$ cat config.mk
export PLATFORM = sky130hd
export DESIGN_NAME = nand_page_read_bad_block_skip_top
export DESIGN_NICKNAME = d
export VERILOG_FILES = /design/src/hdl/nprb_pkg.sv /design/src/hdl/nand_page_read_bad_block_skip_top.sv /design/src/hdl/nprb_front.sv /design/src/hdl/nprb_queue.sv /design/src/hdl/nprb_back.sv
export SDC_FILE = /design/constraint.sdc
export NUM_CORES = 1
export LEC_CHECK = 0
export ABC_AREA = 0
export BUFFER_PORTS_ARGS = -buffer_cell sky130_fd_sc_hd__clkbuf_2
export CAP_MARGIN = 20
export CORE_MARGIN = 2
export CORE_UTILIZATION = 65
export CTS_CLUSTER_DIAMETER = 200
export CTS_CLUSTER_SIZE = 8
export DETAILED_ROUTE_END_ITERATION = 8
export GPL_TIMING_DRIVEN = 0
export PLACE_DENSITY = 0.91
export SYNTH_ARGS = -nofsm -noshare
export SYNTH_HDL_FRONTEND = slang
export SYNTH_SLANG_ARGS = --single-unit
$ cat constraint.sdc
create_clock -name clk -period 6.4 [get_ports clk]
set_clock_uncertainty 0.1 [all_clocks]
set_input_delay 0.64 -clock clk [delete_from_list [all_inputs] [get_ports clk]]
set_output_delay 0.64 -clock clk [all_outputs]
set_load 0.1 [all_outputs]
$ cat src/hdl/nprb_pkg.sv
// Shared types and constants for the NAND page read block with bad-block skipping.
package nprb_pkg;

  typedef enum logic [1:0] {
    FUNC_START = 2'd0,
    FUNC_READY = 2'd1,
    FUNC_BYTE  = 2'd2
  } func_t;

  typedef enum logic [2:0] {
    ACT_SELECT   = 3'd0,
    ACT_DESELECT = 3'd1,
    ACT_COMMAND  = 3'd2,
    ACT_ADDRESS  = 3'd3,
    ACT_STROBE   = 3'd4,
    ACT_DELIVER  = 3'd5,
    ACT_DONE     = 3'd6
  } action_t;

  typedef enum logic [1:0] {
    PH_IDLE,
    PH_WAIT_READY,
    PH_WAIT_BYTE
  } phase_t;

  typedef enum logic [1:0] {
    TAIL_STROBE,
    TAIL_DONE,
    TAIL_SEQ
  } tail_t;

  typedef enum logic [3:0] {
    STEP_DELIVER,
    STEP_DESELECT,
    STEP_STROBE,
    STEP_DONE,
    STEP_SELECT,
    STEP_CMD_SETUP,
    STEP_COL_LO,
    STEP_COL_HI,
    STEP_PAGE_LO,
    STEP_PAGE_MID,
    STEP_PAGE_HI,
    STEP_CMD_CONFIRM
  } step_t;

  localparam logic [7:0] CMD_READ_SETUP   = 8'h00;
  localparam logic [7:0] CMD_READ_CONFIRM = 8'h30;
  localparam logic [7:0] MARKER_GOOD      = 8'hFF;

  typedef struct packed {
    logic [1:0]  func;
    logic [27:0] start_address;
    logic [28:0] length;
    logic [7:0]  flash_byte;
  } in_item_t;

  typedef struct packed {
    logic [2:0]  action;
    logic [7:0]  bus_byte;
    logic [27:0] buffer_index;
    logic        last;
  } out_item_t;

  typedef struct packed {
    logic        deliver;
    logic [7:0]  data;
    logic [27:0] index;
    logic        deselect;
    tail_t       tail;
    logic [15:0] col;
    logic [23:0] page;
  } job_t;

endpackage

$ cat src/hdl/nand_page_read_bad_block_skip_top.sv
// Top level of the NAND page read sequencer with bad-block skipping.
//
// The item channel takes start, flash-ready and data-byte items; the result
// channel gives bus actions (select, deselect, command, address, read strobe),
// delivered bytes with their buffer index, and done. The final result caused
// by an item carries last.
// Each accepted item is turned by the front end into at most one job in a
// four-entry queue; the sequencer drains that queue at one result per cycle
// while the receiver is ready. An item yields between zero and ten results,
// and the item channel keeps accepting one item per cycle until the queue
// is full. A data byte in mid-page therefore yields two results, and a page
// or block change up to ten.
// The job for an item is stored in the queue and then loaded into the sequencer before its first result appears.
// When the receiver stalls, the current result holds, the queue fills and
// then the item channel drops ready. Synchronous reset returns the read state
// to idle and empties the queue and the sequencer; no result is pending.
module nand_page_read_bad_block_skip_top import nprb_pkg::*; #(
  parameter int PAGE_BYTES      = 2048,
  parameter int PAGES_PER_BLOCK = 64,
  parameter int ADDRESS_BITS    = 28,
  parameter int QUEUE_DEPTH     = 4
) (
  input  logic      clk,
  input  logic      rst,
  input  logic      item_valid,
  output logic      item_ready,
  input  in_item_t  item,
  output logic      result_valid,
  input  logic      result_ready,
  output out_item_t result
);

  logic push_valid, push_ready, pop_valid, pop_ready;
  job_t push_job, pop_job;

  nprb_front #(
    .PAGE_BYTES      (PAGE_BYTES),
    .PAGES_PER_BLOCK (PAGES_PER_BLOCK),
    .ADDRESS_BITS    (ADDRESS_BITS)
  ) u_front (
    .clk        (clk),
    .rst        (rst),
    .item_valid (item_valid),
    .item_ready (item_ready),
    .item       (item),
    .push_valid (push_valid),
    .push_ready (push_ready),
    .push       (push_job)
  );

  nprb_queue #(
    .DEPTH (QUEUE_DEPTH)
  ) u_queue (
    .clk        (clk),
    .rst        (rst),
    .push_valid (push_valid),
    .push_ready (push_ready),
    .push       (push_job),
    .pop_valid  (pop_valid),
    .pop_ready  (pop_ready),
    .pop        (pop_job)
  );

  nprb_back u_back (
    .clk          (clk),
    .rst          (rst),
    .pop_valid    (pop_valid),
    .pop_ready    (pop_ready),
    .job          (pop_job),
    .result_valid (result_valid),
    .result_ready (result_ready),
    .result       (result)
  );

endmodule

$ cat src/hdl/nprb_front.sv
// Front end: accepts items, tracks the read state and issues at most one bus job per item.
module nprb_front import nprb_pkg::*; #(
  parameter int PAGE_BYTES      = 2048,
  parameter int PAGES_PER_BLOCK = 64,
  parameter int ADDRESS_BITS    = 28
) (
  input  logic     clk,
  input  logic     rst,
  input  logic     item_valid,
  output logic     item_ready,
  input  in_item_t item,
  output logic     push_valid,
  input  logic     push_ready,
  output job_t     push
);

  localparam int PB_LOG     = $clog2(PAGE_BYTES);
  localparam int BLK_LOG    = PB_LOG + $clog2(PAGES_PER_BLOCK);
  localparam int ALIGN_BITS = (BLK_LOG < ADDRESS_BITS) ? BLK_LOG : ADDRESS_BITS;
  localparam logic [ADDRESS_BITS-1:0] ADDR_ONE  = {{(ADDRESS_BITS-1){1'b0}}, 1'b1};
  localparam logic [ADDRESS_BITS-1:0] BLOCK_INC = ADDR_ONE << BLK_LOG;
  localparam logic [15:0] MARKER_COL = 16'(PAGE_BYTES);

  phase_t                  phase, phase_next;
  logic [ADDRESS_BITS-1:0] flash_address, flash_address_next;
  logic [28:0]             bytes_remaining, bytes_remaining_next;
  logic [27:0]             out_index, out_index_next;
  logic                    checking_marker, checking_marker_next;

  logic                    accept;
  logic [ADDRESS_BITS-1:0] start_addr, addr_inc, addr_skip;
  logic [28:0]             rem_dec;
  logic                    page_end;

  function automatic logic aligned(input logic [ADDRESS_BITS-1:0] a);
    return a[ALIGN_BITS-1:0] == '0;
  endfunction

  function automatic job_t seq_job(input logic [ADDRESS_BITS-1:0] a, input logic marker,
                                   input logic desel);
    job_t j;
    j          = '0;
    j.deselect = desel;
    j.tail     = TAIL_SEQ;
    j.col      = marker ? MARKER_COL : 16'(a[PB_LOG-1:0]);
    j.page     = 24'(a[ADDRESS_BITS-1:PB_LOG]);
    return j;
  endfunction

  assign accept     = item_valid & push_ready;
  assign item_ready = push_ready;
  assign start_addr = ADDRESS_BITS'(item.start_address);
  assign addr_inc   = flash_address + ADDR_ONE;
  assign addr_skip  = flash_address + BLOCK_INC;
  assign rem_dec    = bytes_remaining - 29'd1;
  assign page_end   = addr_inc[PB_LOG-1:0] == '0;

  always_comb begin
    phase_next = phase;
    case (item.func)
      FUNC_START: begin
        phase_next = (item.length == '0) ? PH_IDLE : PH_WAIT_READY;
      end
      FUNC_READY: begin
        if (phase == PH_WAIT_READY) begin
          phase_next = PH_WAIT_BYTE;
        end
      end
      FUNC_BYTE: begin
        if (phase == PH_WAIT_BYTE) begin
          if (checking_marker) begin
            phase_next = PH_WAIT_READY;
          end else if (rem_dec == '0) begin
            phase_next = PH_IDLE;
          end else if (page_end) begin
            phase_next = PH_WAIT_READY;
          end else begin
            phase_next = PH_WAIT_BYTE;
          end
        end
      end
      default: phase_next = phase;
    endcase
  end

  always_comb begin
    flash_address_next   = flash_address;
    bytes_remaining_next = bytes_remaining;
    out_index_next       = out_index;
    checking_marker_next = checking_marker;
    push_valid           = 1'b0;
    push                 = '0;
    case (item.func)
      FUNC_START: begin
        flash_address_next   = start_addr;
        bytes_remaining_next = item.length;
        out_index_next       = '0;
        checking_marker_next = 1'b0;
        push_valid           = item_valid;
        if (item.length == '0) begin
          push.tail = TAIL_DONE;
        end else begin
          checking_marker_next = aligned(start_addr);
          push                 = seq_job(start_addr, aligned(start_addr), 1'b0);
        end
      end
      FUNC_READY: begin
        if (phase == PH_WAIT_READY) begin
          push_valid = item_valid;
          push.tail  = TAIL_STROBE;
        end
      end
      FUNC_BYTE: begin
        if (phase == PH_WAIT_BYTE) begin
          push_valid = item_valid;
          if (checking_marker) begin
            if (item.flash_byte != MARKER_GOOD) begin
              flash_address_next   = addr_skip;
              checking_marker_next = aligned(addr_skip);
              push                 = seq_job(addr_skip, aligned(addr_skip), 1'b1);
            end else begin
              checking_marker_next = 1'b0;
              push                 = seq_job(flash_address, 1'b0, 1'b1);
            end
          end else begin
            out_index_next       = out_index + 28'd1;
            bytes_remaining_next = rem_dec;
            flash_address_next   = addr_inc;
            if (rem_dec == '0) begin
              push.deselect = 1'b1;
              push.tail     = TAIL_DONE;
            end else if (page_end) begin
              checking_marker_next = aligned(addr_inc);
              push                 = seq_job(addr_inc, aligned(addr_inc), 1'b1);
            end else begin
              push.tail = TAIL_STROBE;
            end
            push.deliver = 1'b1;
            push.data    = item.flash_byte;
            push.index   = out_index;
          end
        end
      end
      default: push_valid = 1'b0;
    endcase
  end

  always_ff @(posedge clk) begin
    if (rst) begin
      phase           <= PH_IDLE;
      flash_address   <= '0;
      bytes_remaining <= '0;
      out_index       <= '0;
      checking_marker <= 1'b0;
    end else if (accept) begin
      phase           <= phase_next;
      flash_address   <= flash_address_next;
      bytes_remaining <= bytes_remaining_next;
      out_index       <= out_index_next;
      checking_marker <= checking_marker_next;
    end
  end

endmodule

$ cat src/hdl/nprb_queue.sv
// Short job queue between the front end and the bus sequencer.
module nprb_queue import nprb_pkg::*; #(
  parameter int DEPTH = 4
) (
  input  logic clk,
  input  logic rst,
  input  logic push_valid,
  output logic push_ready,
  input  job_t push,
  output logic pop_valid,
  input  logic pop_ready,
  output job_t pop
);

  localparam int PTR_W = (DEPTH > 1) ? $clog2(DEPTH) : 1;
  localparam int CNT_W = $clog2(DEPTH + 1);

  job_t             slots [DEPTH];
  logic [PTR_W-1:0] wr_ptr, rd_ptr;
  logic [CNT_W-1:0] count;
  logic             do_push, do_pop;

  assign push_ready = count != CNT_W'(DEPTH);
  assign pop_valid  = count != '0;
  assign pop        = slots[rd_ptr];
  assign do_push    = push_valid & push_ready;
  assign do_pop     = pop_valid & pop_ready;

  always_ff @(posedge clk) begin
    if (rst) begin
      wr_ptr <= '0;
      rd_ptr <= '0;
      count  <= '0;
    end else begin
      if (do_push) begin
        wr_ptr <= (wr_ptr == PTR_W'(DEPTH - 1)) ? '0 : wr_ptr + PTR_W'(1);
      end
      if (do_pop) begin
        rd_ptr <= (rd_ptr == PTR_W'(DEPTH - 1)) ? '0 : rd_ptr + PTR_W'(1);
      end
      if (do_push && !do_pop) begin
        count <= count + CNT_W'(1);
      end else if (do_pop && !do_push) begin
        count <= count - CNT_W'(1);
      end
    end
  end

  always_ff @(posedge clk) begin
    if (do_push) begin
      slots[wr_ptr] <= push;
    end
  end

endmodule

$ cat src/hdl/nprb_back.sv
// Bus sequencer: expands each job into its result items, one item per cycle while the receiver is ready.
module nprb_back import nprb_pkg::*; (
  input  logic      clk,
  input  logic      rst,
  input  logic      pop_valid,
  output logic      pop_ready,
  input  job_t      job,
  output logic      result_valid,
  input  logic      result_ready,
  output out_item_t result
);

  job_t  cur;
  logic  busy;
  step_t step, step_next;
  logic  is_last, fire, load;

  function automatic step_t tail_first(input tail_t t);
    case (t)
      TAIL_STROBE: return STEP_STROBE;
      TAIL_DONE:   return STEP_DONE;
      default:     return STEP_SELECT;
    endcase
  endfunction

  function automatic step_t first_step(input job_t j);
    if (j.deliver) begin
      return STEP_DELIVER;
    end else if (j.deselect) begin
      return STEP_DESELECT;
    end
    return tail_first(j.tail);
  endfunction

  assign is_last      = (step == STEP_STROBE) || (step == STEP_DONE) ||
                        (step == STEP_CMD_CONFIRM);
  assign fire         = busy & result_ready;
  assign load         = !busy || (fire && is_last);
  assign pop_ready    = load;
  assign result_valid = busy;

  always_comb begin
    case (step)
      STEP_DELIVER:   step_next = cur.deselect ? STEP_DESELECT : tail_first(cur.tail);
      STEP_DESELECT:  step_next = tail_first(cur.tail);
      STEP_SELECT:    step_next = STEP_CMD_SETUP;
      STEP_CMD_SETUP: step_next = STEP_COL_LO;
      STEP_COL_LO:    step_next = STEP_COL_HI;
      STEP_COL_HI:    step_next = STEP_PAGE_LO;
      STEP_PAGE_LO:   step_next = STEP_PAGE_MID;
      STEP_PAGE_MID:  step_next = STEP_PAGE_HI;
      STEP_PAGE_HI:   step_next = STEP_CMD_CONFIRM;
      default:        step_next = step;
    endcase
  end

  always_comb begin
    result.buffer_index = '0;
    result.last         = is_last;
    case (step)
      STEP_DELIVER: begin
        result.action       = ACT_DELIVER;
        result.bus_byte     = cur.data;
        result.buffer_index = cur.index;
      end
      STEP_DESELECT: begin
        result.action   = ACT_DESELECT;
        result.bus_byte = '0;
      end
      STEP_STROBE: begin
        result.action   = ACT_STROBE;
        result.bus_byte = '0;
      end
      STEP_DONE: begin
        result.action   = ACT_DONE;
        result.bus_byte = '0;
      end
      STEP_SELECT: begin
        result.action   = ACT_SELECT;
        result.bus_byte = '0;
      end
      STEP_CMD_SETUP: begin
        result.action   = ACT_COMMAND;
        result.bus_byte = CMD_READ_SETUP;
      end
      STEP_COL_LO: begin
        result.action   = ACT_ADDRESS;
        result.bus_byte = cur.col[7:0];
      end
      STEP_COL_HI: begin
        result.action   = ACT_ADDRESS;
        result.bus_byte = cur.col[15:8];
      end
      STEP_PAGE_LO: begin
        result.action   = ACT_ADDRESS;
        result.bus_byte = cur.page[7:0];
      end
      STEP_PAGE_MID: begin
        result.action   = ACT_ADDRESS;
        result.bus_byte = cur.page[15:8];
      end
      STEP_PAGE_HI: begin
        result.action   = ACT_ADDRESS;
        result.bus_byte = cur.page[23:16];
      end
      STEP_CMD_CONFIRM: begin
        result.action   = ACT_COMMAND;
        result.bus_byte = CMD_READ_CONFIRM;
      end
      default: begin
        result.action   = ACT_DONE;
        result.bus_byte = '0;
      end
    endcase
  end

  always_ff @(posedge clk) begin
    if (rst) begin
      busy <= 1'b0;
      step <= STEP_DONE;
    end else if (load) begin
      busy <= pop_valid;
      if (pop_valid) begin
        step <= first_step(job);
      end
    end else if (fire) begin
      step <= step_next;
    end
  end

  always_ff @(posedge clk) begin
    if (load && pop_valid) begin
      cur <= job;
    end
  end

endmodule

==> flow_summary.yaml <==
global_route:
  gr-total-overflow: 0
  track_usage_pct: 37.6
  number_of_global_route_vias_before_repair: 15986
  maximum_number_of_pins_on_one_net_before_global_route_repair: 70
  first_pass_grt_wire_length_um: 93300
  grt_antenna_before_repair: 0
clock_network:
  clk_latency_ns: 0.60
  path_clk_slew_ns: 0.05
  post_cts_repair_timing_setup_buffer_count: 0
  cts-root-buf: "clkbuf_16"
  number_of_cts_inserted_buffers: 61
  postCtsResizedCells: 0
  cts_hold_buf: 0
  ctsLongestPathBuffers: 3
  cts_htree_levels: 2
  tritoncts: "built"
  sink_count: 446
critical_path:
  crit-reg2reg-launch: "u_front.flash_address[2]$_SDFFE_PP0P_"
  reg2reg_to: "u_queue.slots[2][4]$_DFFE_PP_"
  rrSetupSlack_ns: 2.11
  cp.arrival_ns: 4.44
  ordered_cell_list_for_the_critical_path: "clkbuf_1 -> nand2_1 -> nor4_4 -> nand3_1 -> a21oi_1 -> o221a_2 -> o31a_1 -> buf_6 -> nand2_1 -> o41ai_1"
  crit_path_start_kind: "flop"
  critical_path_peak_fanout: 10
  ff2ff_path_depth: 10
  worst_path_largest_cell_delay_ns: 0.86
  worst_setup_path_end_kind: "flop"
  critPathKind: "flop to flop"
  cp_most_frequent_cell: "nand2_1"
  cpMaxStageDelayCell: "o41ai_1"
  required_ns: 6.55
pwr:
  power_density_nw_per_um2: 379
  static-leakage-power_nw: 8.08
  vdd_ir_drop_max_uv: 286
sta:
  drv_slew: 0
  finalSetupViolations: 0
  period_utilization_post_route_pct: 67.0
  setup-tns-final_ns: 0
  max_slew_margin_pct: 30.3
  final_period_minus_worst_setup_slack_ns: 4.29
  achievable-frequency_mhz: 233
  final_hold_viol_count: 0
  tightest_slew_ns: 1.05
  rsz0062_at_grt: "no"
min_path:
  holdCritPathClass: "input port to flop"
  worstHoldEndpoint: "u_front.bytes_remaining[0]$_SDFFE_PP0P_"
  cell_depth_of_the_worst_hold_path: 3
  worstHoldStart: "item[8]"
die:
  placementRows: 65
  floorplan.die_area_um2: 33000
  floorplan.core_area_um2: 31300
  design.portCount: 113
  fp.dieH_um: 182
  die_width_um: 182
  initial_core_utilization_pct: 65.5
drt:
  drtIter0Drc: 2783
  via_count: 16348
  first_pass_iters: 8
  drt-vias-per-instance: 7.11
  drt-total-wl_um: 62400
  antenna_left: 0
  detail_routed_net_length_per_standard_cell_um: 27.2
  post-route-drc-count: 0
synth:
  yosys_register_bits: 446
  postSynthAreaPerCell_um2: 12.3
  synth.distinct_cells: 78
  synthFlopType: "edfxtp_1"
  area_of_the_mapped_netlist_um2: 20500
  synth-seq-area-share_pct: 60.4
  cell_count_after_synthesis: 1667
  synth_enable_flop_cells: 344
  async_set_reset_flop_share_out_of_synthesis_pct: 0
  syn-num-nets: 1759
  yosys_warnings: 0
placement:
  place.gp.congestion: 0.977
  port_buffers: 112
  post_dp_cell_area_um2: 21700
  post-dp-hpwl_um: 39100
layout:
  drive_above_1_share_pct: 15.3
  layout.cells.most_common_list: "edfxtp_1 (344), clkbuf_1 (152), nor2_1 (151), nand2_1 (125), clkbuf_2 (112)"
  layout.cells.most_common: "edfxtp_1"
  fin_nets: 1940
  post_layout_inst_area_um2: 23500
  n_antenna_cell: 0
  area_delta_synth_final_pct: 14.6
run:
  number_of_max_capacitance_violations_reported: 0
run_status:
  result_of_the_run: "completed"
==> cells by family after synthesis <==
group / Yosys count / share of synthesized area, %
XOR/XNOR: 51 / 2.18
flip-flops: 446 / 60.4
AO/OA/AOI/OAI: 337 / 10.6
multiplexers: 79 / 8.07
buffers and inverters: 154 / 2.92
AND/OR/NAND/NOR: 579 / 14.6
adder cells (fa/ha/maj): 21 / 1.32
==> state kept, by name (all words and copies together), names as in the netlist, 3 cells and up, named ones only <==
| signal | flops |
|---|---|
| u_back.step | 4 |
| u_front.flash_address | 28 |
| u_queue.slots | 276 |
| u_front.bytes_remaining | 29 |
| u_queue.count | 3 |
| u_back.cur | 68 |
| u_front.out_index | 28 |
==> layer usage <==
metal	GRT usage (%)	vias up	part of all wire, %
met5	0.444	-	0
met4	22.0	0	6.8
met3	8.36	402	12
met2	60.0	1502	46
met1	47.7	7703	34
li1	-	6741	-
==> where the power goes <==
group / switching, W / leakage, nW / internal [W]
clock network: 0.00121 / 0.847 / 0.00181
logic: 0.00149 / 3.26 / 0.000649
registers: 0.000183 / 3.98 / 0.00356
==> synthesized netlist by cell type, drive strengths merged (9+ instances only) <==
| cell type | count | area share [%] |
|---|---|---|
| nor2 | 152 | 2.8 |
| a31oi | 15 | 0.46 |
| mux4 | 69 | 7.6 |
| nand3 | 36 | 0.88 |
| o22ai | 16 | 0.49 |
| nand2b | 9 | 0.27 |
| and2 | 12 | 0.37 |
| o21ai | 77 | 1.9 |
| nor3 | 42 | 1.1 |
| inv | 35 | 0.64 |
| mux2i | 10 | 0.49 |
| a22o | 14 | 0.60 |
| and3 | 71 | 2.2 |
| dfxtp | 102 | 10 |
| a21o | 9 | 0.33 |
| edfxtp | 344 | 50 |
| clkbuf | 106 | 1.9 |
| buf | 13 | 0.34 |
| or3 | 17 | 0.52 |
| or2 | 10 | 0.31 |
| nand4 | 21 | 0.64 |
| a21oi | 94 | 2.3 |
| xor2 | 33 | 1.4 |
| xnor2 | 18 | 0.77 |
| nor2b | 17 | 0.52 |
| nand2 | 127 | 2.4 |
| nor4 | 29 | 1.2 |
| ha | 20 | 1.2 |
| a211oi | 28 | 1.0 |
| a22oi | 27 | 0.99 |
==> worst max path at each step <==
stage                     slack, ns                             end                             startpoint
after floorplan                2.06                      result[33]            u_back.step[2]$_SDFFE_PP0P_
after global placement         0.37  u_queue.slots[1][14]$_DFFE_PP_                               item[65]
after detailed placement       1.97   u_queue.count[2]$_SDFFE_PP0P_                               item[65]
after CTS                      2.30                      result[36]            u_back.step[0]$_SDFFE_PP1P_
after global routing           2.09                      result[31]            u_back.step[2]$_SDFFE_PP0P_
final                          2.11   u_queue.slots[2][4]$_DFFE_PP_  u_front.flash_address[2]$_SDFFE_PP0P_
==> worst max-delay path: cells and delay by family (launching register included) <==
kind	cells	cell delay (ns)
AOI/OAI and AO/OA	4	1.64
buffers and inverters	2	0.52
and+or+nand+nor	4	1.38
DFF	1	0.31
==> per-stage QoR <==
step | std cells | hold slack (ns) | setup WS, ns | total power (W) | util [%]
after global routing | 2298 | 0.263 | 2.09 | 0.00915 | 75.0
final | 2298 | 0.242 | 2.11 | 0.00891 | 75.0
after CTS | 2297 | 0.234 | 2.30 | 0.00886 | 75.0
after detailed placement | 2186 | 0.404 | 1.97 | 0.00582 | 69.3
after global placement | 2181 | 0.365 | 0.371 | 0.00576 | 68.8
after floorplan | 1667 | 0.354 | 2.06 | 0.00523 | -
==> cell type report <==
cell class / instances / area [um2]
plain buffers: 119 / 468
clock buffers: 109 / 1740
clock inverters: 2 / 50.0
fillers: 1872 / 7830
inverters: 35 / 134
multi-input cells: 1067 / 7530
flip-flops and latches: 446 / 12400
well taps: 402 / 503
repair buffers: 118 / 686
No activity file was read; power rests on OpenSTA's default activity.
